## config.mk

```make
export PLATFORM = sky130hd
export DESIGN_NAME = fcou_cordic
export DESIGN_NICKNAME = d
export VERILOG_FILES = /design/src/rtl/fcou_pkg.sv /design/src/rtl/fcou_cordic.sv
export SDC_FILE = /design/constraint.sdc
export NUM_CORES = 1
export LEC_CHECK = 0
export BUFFER_PORTS_ARGS = -buffer_cell sky130_fd_sc_hd__buf_2
export CAP_MARGIN = 20
export CORE_MARGIN = 10
export CORE_UTILIZATION = 45
export DETAILED_ROUTE_END_ITERATION = 10
export MAX_ROUTING_LAYER = met4
export SLEW_MARGIN = 10
export SYNTH_ARGS = -nofsm -noshare
export SYNTH_HDL_FRONTEND = slang
export SYNTH_SLANG_ARGS = --single-unit
```

## constraint.sdc

```tcl
create_clock -name clk -period 8.2 [get_ports clk]
set_clock_uncertainty 0.05 [all_clocks]
set_input_delay 0.82 -clock clk [delete_from_list [all_inputs] [get_ports clk]]
set_output_delay 0.82 -clock clk [all_outputs]
set_load 0.005 [all_outputs]
```

## src/rtl/fcou_pkg.sv

```systemverilog
// ----------------------------------------------------------------------------
// fcou_pkg
// Types, constants and tables shared by the fly camera orientation core.
// ----------------------------------------------------------------------------
package fcou_pkg;

	// configuration register indexes
	localparam logic CFG_LOOK_GAIN = 1'b0;
	localparam logic CFG_MOVE_STEP = 1'b1;

	// angle constants, Q9.7 degrees
	localparam logic signed [21:0] ANG_FULL    = 22'sd46080;
	localparam logic signed [21:0] ANG_HALF    = 22'sd23040;
	localparam logic signed [16:0] ANG_QUARTER = 17'sd11520;
	localparam logic signed [21:0] PITCH_LIMIT = 22'sd11392;
	localparam logic signed [15:0] YAW_RESET   = -16'sd11520;

	// unit length in Q1.14
	localparam logic signed [15:0] ONE_Q14 = 16'sd16384;

	// cordic seed, Q30 gain corrected
	localparam logic signed [33:0] CORDIC_X0 = 34'sd652032874;
	localparam int CORDIC_STEPS = 16;

	// reset values
	localparam logic [15:0] LOOK_GAIN_RESET = 16'd6554;
	localparam logic [15:0] MOVE_STEP_RESET = 16'd328;
	localparam logic signed [31:0] POS_X_RESET = 32'sd65536;
	localparam logic signed [31:0] POS_Y_RESET = 32'sd45875;
	localparam logic signed [31:0] POS_Z_RESET = 32'sd275251;

	// input word
	typedef struct packed {
		logic              op;
		logic signed [15:0] delta_x;
		logic signed [15:0] delta_y;
		logic              key_forward;
		logic              key_back;
		logic              key_left;
		logic              key_right;
	} in_word_t;

	// result word
	typedef struct packed {
		logic signed [31:0] pos_x;
		logic signed [31:0] pos_y;
		logic signed [31:0] pos_z;
		logic signed [15:0] front_x;
		logic signed [15:0] front_y;
		logic signed [15:0] front_z;
	} out_word_t;

	// cordic result
	typedef struct packed {
		logic              done;
		logic signed [31:0] cos_v;
		logic signed [31:0] sin_v;
	} cordic_res_t;

	// root / divide unit
	typedef enum logic {
		RD_SQRT = 1'b0,
		RD_DIV  = 1'b1
	} rd_mode_t;

	typedef struct packed {
		logic        start;
		rd_mode_t    mode;
		logic [45:0] radicand;
		logic [16:0] numer;
		logic [23:0] divisor;
	} rd_req_t;

	typedef struct packed {
		logic        done;
		logic [23:0] value;
	} rd_res_t;

	// arctangent of 2^-i in Q.16 degrees
	function automatic logic [21:0] atan_deg(input logic [3:0] i);
		logic [21:0] r;
		unique case (i)
			4'd0:  r = 22'd2949120;
			4'd1:  r = 22'd1740967;
			4'd2:  r = 22'd919879;
			4'd3:  r = 22'd466945;
			4'd4:  r = 22'd234379;
			4'd5:  r = 22'd117304;
			4'd6:  r = 22'd58666;
			4'd7:  r = 22'd29335;
			4'd8:  r = 22'd14668;
			4'd9:  r = 22'd7334;
			4'd10: r = 22'd3667;
			4'd11: r = 22'd1833;
			4'd12: r = 22'd917;
			4'd13: r = 22'd458;
			4'd14: r = 22'd229;
			default: r = 22'd115;
		endcase
		return r;
	endfunction

endpackage

```

## src/rtl/fcou_cordic.sv

```systemverilog
// ----------------------------------------------------------------------------
// fcou_cordic
// Iterative rotation cordic: sine and cosine of a Q9.7 degree angle in Q30.
// ----------------------------------------------------------------------------
module fcou_cordic (
	input  logic                 clk,
	input  logic                 arst_n,
	input  logic                 start,
	input  logic signed [15:0]   angle,
	output fcou_pkg::cordic_res_t res
);
	import fcou_pkg::*;

	logic               busy_q;
	logic               done_q;
	logic               neg_q;
	logic [3:0]         cnt_q;
	logic signed [33:0] x_q, y_q;
	logic signed [25:0] z_q;
	logic signed [31:0] cos_q, sin_q;

	logic signed [16:0] a_ext, a_fold;
	logic               a_neg;
	logic signed [33:0] xs, ys, xn, yn, xf, yf;
	logic signed [25:0] at, zn;

	// fold into plus or minus 90 degrees
	always_comb begin
		a_ext  = {angle[15], angle};
		a_fold = a_ext;
		a_neg  = 1'b0;
		if (a_ext > ANG_QUARTER) begin
			a_fold = a_ext - 17'sd23040;
			a_neg  = 1'b1;
		end else if (a_ext < -ANG_QUARTER) begin
			a_fold = a_ext + 17'sd23040;
			a_neg  = 1'b1;
		end
	end

	// one micro-rotation
	always_comb begin
		xs = x_q >>> cnt_q;
		ys = y_q >>> cnt_q;
		at = $signed({4'd0, atan_deg(cnt_q)});
		if (z_q >= 26'sd0) begin
			xn = x_q - ys;
			yn = y_q + xs;
			zn = z_q - at;
		end else begin
			xn = x_q + ys;
			yn = y_q - xs;
			zn = z_q + at;
		end
		xf = neg_q ? -xn : xn;
		yf = neg_q ? -yn : yn;
	end

	// sequencer
	always_ff @(posedge clk or negedge arst_n) begin
		if (!arst_n) begin
			busy_q <= 1'b0;
			done_q <= 1'b0;
			cnt_q  <= '0;
		end else begin
			done_q <= 1'b0;
			if (start) begin
				busy_q <= 1'b1;
				cnt_q  <= '0;
			end else if (busy_q) begin
				cnt_q <= cnt_q + 4'd1;
				if (cnt_q == 4'(CORDIC_STEPS - 1)) begin
					busy_q <= 1'b0;
					done_q <= 1'b1;
				end
			end
		end
	end

	// datapath
	always_ff @(posedge clk) begin
		if (start) begin
			x_q   <= CORDIC_X0;
			y_q   <= '0;
			z_q   <= {a_fold, 9'd0};
			neg_q <= a_neg;
		end else if (busy_q) begin
			x_q <= xn;
			y_q <= yn;
			z_q <= zn;
			if (cnt_q == 4'(CORDIC_STEPS - 1)) begin
				cos_q <= xf[31:0];
				sin_q <= yf[31:0];
			end
		end
	end

	assign res = '{done: done_q, cos_v: cos_q, sin_v: sin_q};

endmodule

```

==> impl_metrics.env <==
export IMPL_hold_buffers=0
export IMPL_slew_headroom=0.299
export IMPL_synth_area_mm2=0.0184
export IMPL_worstPathArrival_ns=7.50
export IMPL_num_antenna_cells=0
export IMPL_post_route_drc_count=0
export IMPL_dp_slack_ns=0.781
export IMPL_reg2reg_depth=21
export IMPL_area_delta_synth_final_pct=7.52
export IMPL_gp_congestion=0.901
export IMPL_dp_cells=2645
export IMPL_grt_util_all_layers=0.225
export IMPL_clockRootBuffer="clkbuf_16"
export IMPL_nFillCells=3865
export IMPL_setup_viol=0
export IMPL_worstSkewPairLatency_ns=0.50
export IMPL_fp_dieW_um=222
export IMPL_yosysSeqAreaShare=0.226
export IMPL_synth_edff_count=82
export IMPL_vias=16535
export IMPL_synth_main_ff_cell="edfxtp_1"
export IMPL_worst_pin_slew_ns=1.05
export IMPL_synth_seq_cells=165
export IMPL_multiInputGateArea_mm2=0.0135
export IMPL_drive_gt1_frac=0.132
export IMPL_final_net_count=2267
export IMPL_seqCellArea_mm2=0.00417
export IMPL_setup_slack_ns=0.894
export IMPL_chipHeight_um=222
export IMPL_grt_pass1_vias=16016
export IMPL_hold_worst_slack_ns=0.100
export IMPL_synth_cell_types=93
export IMPL_routedWlPerCell_um=20.5
export IMPL_synthesis_nets=2265
export IMPL_async_flop_share=0.0364
export IMPL_clk_pin_slew_ns=0.07
export IMPL_hp_class="in -> async"
export IMPL_grt_pass1_wl_um=87900
export IMPL_rows=73
export IMPL_cts_tree="built"
export IMPL_antenna_found_initial=0
export IMPL_avgSynthCellArea_um2=8.60
export IMPL_vias_per_cell=6.17
export IMPL_dp_hpwl_um=40900
export IMPL_fp_dieArea_mm2=0.0493
export IMPL_fmax_mhz=137
export IMPL_crit_type="reg -> reg"
export IMPL_cts_buffers=17
export IMPL_setup_tns_ns=0
export IMPL_ios=84
export IMPL_cp_start_kind="register"
export IMPL_fin_crit_ns=7.31
export IMPL_cts_resized_gates=0
export IMPL_cts_sinks=165
export IMPL_htreeDepth=4
export IMPL_final_common_cell="nor2_1"
export IMPL_finalCritPeriodShare=0.891
export IMPL_yosysWarnings=0
export IMPL_wl_um=54900
export IMPL_hold_viol=0
export IMPL_cp_required_ns=8.39
export IMPL_grt_max_degree=65
export IMPL_stdcell_count=2678
export IMPL_outcome="completed"
export IMPL_drv_slew=0
export IMPL_gr_total_overflow=0
export IMPL_cp_end_kind="register"
export IMPL_final_cell_mix="205 x nor2_1, 202 x nand2_1, 165 x o21ai_0, 137 x xnor2_1, 117 x a21oi_1"
export IMPL_clk_path_buf_depth=2
export IMPL_detail_route_antenna_nets=0
export IMPL_synth_cells=2138
export IMPL_initial_core_util=0.458
export IMPL_drt_first_pass_iters=8
export IMPL_coreArea_mm2=0.0401
export IMPL_drv_cap=0
export IMPL_portBuffers=83
export IMPL_drtIter0Drc=1275
export IMPL_grt_setup_unrepaired="false"
export IMPL_crit_path_max_fanout=63
-- worst paths after layout --
check                                startpoint              endpoint  slack (ns)
max in group asynchronous                arst_n  cnt_q[2]$_DFFE_PN0P_        7.80
min                                      arst_n  cnt_q[0]$_DFFE_PN0P_         0.1
max                        cnt_q[0]$_DFFE_PN0P_   cos_q[29]$_DFFE_PP_        0.89
min reg2reg                 z_q[0]$_SDFFE_PP0P_   z_q[0]$_SDFFE_PP0P_        0.44
max reg2reg                cnt_q[0]$_DFFE_PN0P_   cos_q[29]$_DFFE_PP_        0.89
min in group clk            z_q[0]$_SDFFE_PP0P_   z_q[0]$_SDFFE_PP0P_        0.44
-- stage by stage --
step | cell area [µm²] | util
3_5_place_dp | 19100 | 0.477
2_1_floorplan | 18400 | -
3_3_place_gp | 19100 | 0.477
4_1_cts | 19700 | 0.492
5_1_grt | 19800 | 0.493
6_report | 19800 | 0.493
-- flip-flops by register name, summed over array words and instances, names as in the netlist --
| register | count |
|---|---|
| busy_q | 1 |
| cnt_q | 4 |
| cos_q | 32 |
| done_q | 1 |
| neg_q | 1 |
| sin_q | 32 |
| x_q | 34 |
| y_q | 34 |
| z_q | 26 |
-- cells by family after synthesis --
family,count (synthesis),share of synthesized area
and+or+nand+nor,673,0.175
AOI/OAI and AO/OA,606,0.216
adders and majority gates,108,0.0747
muxes,190,0.164
xor gates and xnor gates,213,0.101
DFF,165,0.226
buffers and inverters,183,0.0423
-- routing by layer --
layer  global-route usage  wire length (µm)  vias up
met5                    -                 0        -
met4               0.0894              1900        0
met3               0.0403              3040       97
met2                0.361             26000      491
met1                0.275             24000     7951
li1                     -                 -     7996
-- layout make-up --
type / instances / area share
clock buffer: 21 / 0.0228
tap: 525 / 0.0332
multi-input combinational: 1790 / 0.681
inverter: 56 / 0.0106
timing repair buffer: 110 / 0.0325
sequential: 165 / 0.211
clock inverter: 11 / 0.00886
-- what timing repair did --
action,CTS,global route
buffers inserted,0,1
endpoints found under the setup margin,0,3
hold endpoints to repair,0,0
-- worst max-delay path, cell delays in order (launching register included) --
cell      delay [ns]
dfrtp_4         0.66
buf_12          0.35
mux4_2          0.62
mux2i_1         0.28
mux2i_1         0.17
nand3b_1        0.26
nor4b_1         0.55
nand2b_1        0.31
o21ai_0         0.26
xor2_1          0.12
ha_1            0.43
nand3_1         0.17
nor2_1          0.26
nand2_1         0.08
o221ai_1        0.19
a31oi_1         0.11
a211oi_1        0.33
xnor2_1         0.22
or4b_2          0.63
or4_1           0.59
o31ai_2         0.24
xnor2_1         0.08
-- Yosys cell counts (40+ instances only) --
cell	number	share of area
mux4_2	83	0.10
nor2_1	206	0.042
mux2i_1	78	0.042
dfxtp_1	77	0.084
xor2_1	76	0.036
xnor2_1	137	0.065
inv_1	53	0.011
o31ai_1	48	0.020
o21ai_0	165	0.045
nand2_1	202	0.041
ha_1	105	0.071
a21o_1	41	0.017
edfxtp_1	82	0.13
clkbuf_1	79	0.016
a21oi_1	117	0.032
nand3_1	40	0.011
Power is not shown: default switching activity piles up to over one toggle a cycle in this logic, so the estimate is an artifact.
