==> src/rtl/fcou_pkg.sv <==
// ----------------------------------------------------------------------------
// fcou_pkg
// Types, constants and tables shared by the fly camera orientation core.
// ----------------------------------------------------------------------------
package fcou_pkg;

	// configuration register indexes
	localparam logic CFG_LOOK_GAIN = 1'b0;
	localparam logic CFG_MOVE_STEP = 1'b1;

	// angle constants, Q9.7 degrees
	localparam logic signed [21:0] ANG_FULL    = 22'sd46080;
	localparam logic signed [21:0] ANG_HALF    = 22'sd23040;
	localparam logic signed [16:0] ANG_QUARTER = 17'sd11520;
	localparam logic signed [21:0] PITCH_LIMIT = 22'sd11392;
	localparam logic signed [15:0] YAW_RESET   = -16'sd11520;

	// unit length in Q1.14
	localparam logic signed [15:0] ONE_Q14 = 16'sd16384;

	// cordic seed, Q30 gain corrected
	localparam logic signed [33:0] CORDIC_X0 = 34'sd652032874;
	localparam int CORDIC_STEPS = 16;

	// reset values
	localparam logic [15:0] LOOK_GAIN_RESET = 16'd6554;
	localparam logic [15:0] MOVE_STEP_RESET = 16'd328;
	localparam logic signed [31:0] POS_X_RESET = 32'sd65536;
	localparam logic signed [31:0] POS_Y_RESET = 32'sd45875;
	localparam logic signed [31:0] POS_Z_RESET = 32'sd275251;

	// input word
	typedef struct packed {
		logic              op;
		logic signed [15:0] delta_x;
		logic signed [15:0] delta_y;
		logic              key_forward;
		logic              key_back;
		logic              key_left;
		logic              key_right;
	} in_word_t;

	// result word
	typedef struct packed {
		logic signed [31:0] pos_x;
		logic signed [31:0] pos_y;
		logic signed [31:0] pos_z;
		logic signed [15:0] front_x;
		logic signed [15:0] front_y;
		logic signed [15:0] front_z;
	} out_word_t;

	// cordic result
	typedef struct packed {
		logic              done;
		logic signed [31:0] cos_v;
		logic signed [31:0] sin_v;
	} cordic_res_t;

	// root / divide unit
	typedef enum logic {
		RD_SQRT = 1'b0,
		RD_DIV  = 1'b1
	} rd_mode_t;

	typedef struct packed {
		logic        start;
		rd_mode_t    mode;
		logic [45:0] radicand;
		logic [16:0] numer;
		logic [23:0] divisor;
	} rd_req_t;

	typedef struct packed {
		logic        done;
		logic [23:0] value;
	} rd_res_t;

	// arctangent of 2^-i in Q.16 degrees
	function automatic logic [21:0] atan_deg(input logic [3:0] i);
		logic [21:0] r;
		unique case (i)
			4'd0:  r = 22'd2949120;
			4'd1:  r = 22'd1740967;
			4'd2:  r = 22'd919879;
			4'd3:  r = 22'd466945;
			4'd4:  r = 22'd234379;
			4'd5:  r = 22'd117304;
			4'd6:  r = 22'd58666;
			4'd7:  r = 22'd29335;
			4'd8:  r = 22'd14668;
			4'd9:  r = 22'd7334;
			4'd10: r = 22'd3667;
			4'd11: r = 22'd1833;
			4'd12: r = 22'd917;
			4'd13: r = 22'd458;
			4'd14: r = 22'd229;
			default: r = 22'd115;
		endcase
		return r;
	endfunction

endpackage

==> src/rtl/fcou_rootdiv.sv <==
// ----------------------------------------------------------------------------
// fcou_rootdiv
// Shared subtractor running a bitwise square root or a restoring divide.
// ----------------------------------------------------------------------------
module fcou_rootdiv (
	input  logic              clk,
	input  logic              arst_n,
	input  fcou_pkg::rd_req_t req,
	output fcou_pkg::rd_res_t res
);
	import fcou_pkg::*;

	localparam logic [5:0] SQRT_LAST = 6'd22;
	localparam logic [5:0] DIV_LAST  = 6'd36;

	logic        busy_q;
	logic        done_q;
	rd_mode_t    mode_q;
	logic [5:0]  cnt_q;
	logic [46:0] rem_q;
	logic [46:0] res_q;
	logic [46:0] aux_q;
	logic [23:0] div_q;

	logic [46:0] sub_a, sub_b;
	logic [47:0] diff;
	logic        ge;
	logic [24:0] shifted;
	logic [36:0] dividend;
	logic [23:0] q_clamp;

	// operand select for the shared subtractor
	always_comb begin
		shifted = {rem_q[23:0], aux_q[36]};
		if (mode_q == RD_SQRT) begin
			sub_a = rem_q;
			sub_b = res_q + aux_q;
		end else begin
			sub_a = {22'd0, shifted};
			sub_b = {23'd0, div_q};
		end
		diff = {1'b0, sub_a} - {1'b0, sub_b};
		ge   = !diff[47];
	end

	// rounded dividend: numer << 22 plus half the divisor
	always_comb begin
		dividend = {req.numer[14:0], 22'd0} + {14'd0, req.divisor[23:1]};
		if (req.numer[16:15] != 2'd0) begin
			dividend = {req.numer[14:0], 22'd0} + {14'd0, req.divisor[23:1]}
				+ {req.numer[15], 36'd0};
		end
	end

	// sequencer
	always_ff @(posedge clk or negedge arst_n) begin
		if (!arst_n) begin
			busy_q <= 1'b0;
			done_q <= 1'b0;
			cnt_q  <= '0;
			mode_q <= RD_SQRT;
		end else begin
			done_q <= 1'b0;
			if (req.start) begin
				busy_q <= 1'b1;
				cnt_q  <= '0;
				mode_q <= req.mode;
			end else if (busy_q) begin
				cnt_q <= cnt_q + 6'd1;
				if ((mode_q == RD_SQRT && cnt_q == SQRT_LAST) ||
					(mode_q == RD_DIV && cnt_q == DIV_LAST)) begin
					busy_q <= 1'b0;
					done_q <= 1'b1;
				end
			end
		end
	end

	// datapath
	always_ff @(posedge clk) begin
		if (req.start) begin
			res_q <= '0;
			div_q <= req.divisor;
			if (req.mode == RD_SQRT) begin
				rem_q <= {1'b0, req.radicand};
				aux_q <= 47'd1 << 44;
			end else begin
				rem_q <= '0;
				aux_q <= {10'd0, dividend};
			end
		end else if (busy_q) begin
			if (mode_q == RD_SQRT) begin
				if (ge) begin
					rem_q <= diff[46:0];
					res_q <= (res_q >> 1) + aux_q;
				end else begin
					res_q <= res_q >> 1;
				end
				aux_q <= aux_q >> 2;
			end else begin
				rem_q <= ge ? diff[46:0] : {22'd0, shifted};
				res_q <= {res_q[45:0], ge};
				aux_q <= {aux_q[45:0], 1'b0};
			end
		end
	end

	// quotient clamp to one
	always_comb begin
		if (res_q[36:0] > 37'd16384) q_clamp = 24'd16384;
		else q_clamp = res_q[23:0];
	end

	assign res = '{done: done_q, value: (mode_q == RD_SQRT) ? res_q[23:0] : q_clamp};

endmodule

==> config.mk <==
export PLATFORM = sky130hd
export DESIGN_NAME = fcou_rootdiv
export DESIGN_NICKNAME = d
export VERILOG_FILES = /design/src/rtl/fcou_pkg.sv /design/src/rtl/fcou_rootdiv.sv
export SDC_FILE = /design/constraint.sdc
export NUM_CORES = 1
export LEC_CHECK = 0
export BUFFER_PORTS_ARGS = -buffer_cell sky130_fd_sc_hd__buf_2
export CORE_ASPECT_RATIO = 1.75
export CORE_MARGIN = 4
export CORE_UTILIZATION = 50
export DETAILED_ROUTE_END_ITERATION = 7
export HOLD_SLACK_MARGIN = 0.12
export PLACE_DENSITY = 0.75
export SLEW_MARGIN = 20
export SYNTH_ARGS = -nofsm -noshare
export SYNTH_HDL_FRONTEND = slang
export SYNTH_SLANG_ARGS = --single-unit
==> constraint.sdc <==
create_clock -name clk -period 8.5 [get_ports clk]
set_input_delay 0.85 -clock clk [delete_from_list [all_inputs] [get_ports clk]]
set_output_delay 0.85 -clock clk [all_outputs]
set_load 0.03 [all_outputs]
==> impl_results.md <==
* M1 GR Usage at 0.326
* Top Usage Layer GRT: met2
* VDD IR max at 0.328 mV
* Row count at between 80 and 90
* Area Growth Syn to Fin at 8.06%
* Avg WL per Cell at 19.8 um
* Synthesized flop and latch total at 174
* CTS hold repair buffers at 0
* Total die area at 37200 um^2
* CP Class: flip-flop to flip-flop
* Kind of cell adding the most delay to the critical path: compound AO/OA/AOI/OAI gates
* Max incr delay on CP at 0.72 ns
* CTS Buffer Depth at 2
* Hpwl dp at 38900 um
* Startpoint Class: flip-flop
* CORE AREA at around 34000 um^2
* Number of max-cap violations at 0
* Pwr Density at between 300 and 400 nW/um^2
* Clk slew on worst S/H paths at 0.07 ns
* M3 GR Usage at 0.0407
* Placer Congestion at ~0.96
* Nets at around 2400
* GRT Residual Overflow at 0
* CTS Root Buffer Type: clkbuf_16
* Final hold slack at 0.230 ns
* H-tree depth at 4
* Vias at ~16000
* WL final at 51400 um
* Distinct cells, synth at 78
* Vias per cell at 6.22
* CP Cell Sequence: ha_1 > fa_1 > nand3_1 > a21oi_1 > or4_1 > and2_1 > a21oi_1 > o41ai_2 > a41oi_1 > a21oi_1 > xor2_1 > nand2_1 > ha_1 > a21oi_1 > o21bai_1 > a21oi_1 > o21ai_0 > a221oi_1 > o21a_1 > nand2_1 > nand2b_1 > o311a_1 > nand3_1
* Number of port buffers at 114
* Buf/Inv on CP at 0
* CTS tree: yes
* Net Count, Synth at 2346
* CP max stage cell: nand2b_1
* Warnings from Yosys at 0
* Slew Limit Fails at 0
* Initial Util at 0.505
* Met2 Resource Use GR at 0.469
* Clk sink count at 174
* Post-CTS Resized at 0
* First-pass GRT wire length at 81900 um
* GRT Util Overall at 0.271
* Critical path fanouts, max at 19
* CP arrival at between 7 and 8 ns
* Outcome: finished clean
* Worst slew pin tran at 1.05 ns
* Synth Flop Type: edfxtp_1
* DR iter-0 viols at 1116
* Post-synth EDFFs at about 120
* Setup Skew at between 0.01 and 0.015 ns
* Layout cells sized above 1 at 0.0998
* Post-Synthesis Cells at roughly 2100
* Antenna Nets Post-Route at 0
* Number of detailed-route iterations in the first pass at 6
* Final setup vio count at 0
* CTS Buf Count at 17
* Hold Path Class: input pin to asynchronous set/reset pin
* Syn Area/Cell at 8.09 um^2
* FFs w/ async S/R, synth at 0.0517
* RSZ-0062 raised after global routing: false
* Critical path's most frequent cell: a21oi_1
* Post-synthesis sequential area ratio at 0.276
* Vias in the first global route at about 16000
* Cell Area, Synth at 17000 um^2
* Final Hold Vio Count at 0
* DRC errors left at 0
* Leakage at roughly 8.1 nW
* Worst-Skew Late Latency at 0.46 ns
* F_max at 0.144 GHz
* Die Wd at 148 um
* Die Y at 252 um
* CP Capture Type: flip-flop
* Final critical-path share of the clock period at 0.817
* Fill cell count at 3142
* Setup_tns at 0 ns
* Ant diodes at 0
* Number of antenna violations at the first check in global routing at 0
* Top Ports at 116
* Min cycle time layout at 6.94 ns
* Post-CTS Setup Inserts at 0
* Critical path data required time at 8.71 ns
* Slew margin rel. at 0.302
* Largest net degree at the start of global routing at 100
==> layout by cell type, fill, tap and decap left out, drive strengths merged, types with 6 or more instances in the layout <==
master	synthesis	layout
a21o	85	85
a311oi	10	10
nor4	13	13
nand3b	7	7
nand3	41	41
o211ai	19	19
a41oi	6	6
mux2i	66	66
o31ai	10	10
o21bai	22	22
clkbuf	95	20
and2	29	29
ha	147	147
o22ai	27	27
a221oi	6	6
mux2	25	25
edfxtp	118	118
a21oi	214	214
or3	8	8
dfrtp	9	9
dfxtp	47	47
a31o	8	8
nor2b	45	45
nand4	32	32
buf	28	130
nor2	155	155
o21ai	179	179
a211oi	31	31
nand2	244	244
nor3	20	20
inv	46	51
and3	25	25
a31oi	22	22
clkinv	0	6
o21a	20	20
a22o	9	9
nand2b	35	35
xnor2	75	75
xor2	59	59
==> where the power goes <==
part,internal (mW),switching [mW],leakage (nW)
Combinational,1.63,2.45,5.99
Clock,0.392,0.369,0.272
Sequential,1.21,0.277,1.80
Total,3.23,3.10,8.06
==> flip-flops by register name, indices dropped and copies added, names as in the netlist <==
signal  count
div_q      24
rem_q      47
res_q      47
busy_q      1
cnt_q       6
done_q      1
mode_q      1
aux_q      47
==> per-stage QoR <==
step	util	cell area, um^2	std cells	power [mW]	worst slack [ns]
finish	0.546	18400	2599	6.33	1.56
global route	0.546	18400	2599	6.82	1.14
CTS	0.545	18400	2598	6.27	1.57
detailed placement	0.529	17800	2566	5.49	1.58
global placement	0.529	17800	2566	5.40	1.68
floorplan	-	17000	2105	4.54	2.40
==> synthesized netlist by cell type (all sizes together) (25+ instances only) <==
cell    number  area share
nand2b      35       0.013
a21oi      214       0.063
xor2        59       0.030
xnor2       75       0.039
nor2b       45       0.017
o21ai      179       0.053
dfxtp       47       0.055
nand2      244       0.054
a21o        85       0.037
nand3       41       0.012
o22ai       27      0.0099
and2        29       0.011
clkbuf      95       0.021
mux2i       66       0.039
mux2        25       0.017
and3        25      0.0093
nand4       32       0.012
a211oi      31       0.014
nor2       155       0.034
buf         28      0.0075
ha         147        0.11
inv         46       0.010
edfxtp     118        0.21
==> layout make-up <==
cell class,count,area (um^2),area share
timing repair buffer,130,718,0.0390
sequential,174,4710,0.256
multi-input combinational,1762,11700,0.635
clock buffer,20,457,0.0248
tap,455,569,0.0309
inverter,46,174,0.00945
clock inverter,12,85.1,0.00462
==> path summary, 6_finish.rpt <==
check | slack [ns] | cells past startpoint | startpoint | endpoint
min in group clk | 0.54 | 2 | res_q[46]$_SDFFE_PP0P_ | res_q[46]$_SDFFE_PP0P_
max reg2reg | 1.56 | 23 | aux_q[0]$_DFFE_PP_ | rem_q[43]$_DFFE_PP_
min | 0.23 | 1 | arst_n | cnt_q[1]$_DFFE_PN0P_
min reg2reg | 0.54 | 2 | res_q[46]$_SDFFE_PP0P_ | res_q[46]$_SDFFE_PP0P_
max | 1.56 | 23 | aux_q[0]$_DFFE_PP_ | rem_q[43]$_DFFE_PP_
max in group asynchronous | 8.06 | 1 | arst_n | mode_q$_DFFE_PN0P_
==> per-layer routing <==
| metal | up-vias | wire length, um |
|---|---|---|
| met5 | - | 0 |
| met4 | 0 | 2630 |
| met3 | 132 | 2820 |
| met2 | 583 | 25300 |
| met1 | 7635 | 20600 |
| li1 | 7823 | - |
==> logic make-up after synthesis <==
group / Yosys count / share of synthesized area
AO/OA/AOI/OAI: 709 / 0.260
AND/OR/NAND/NOR: 678 / 0.190
flip-flops: 174 / 0.276
buffers and inverters: 169 / 0.0386
adder cells (fa/ha/maj): 150 / 0.112
XOR/XNOR: 134 / 0.0689
multiplexers: 91 / 0.0553
Note: power is estimated with default switching activity, not from simulation.
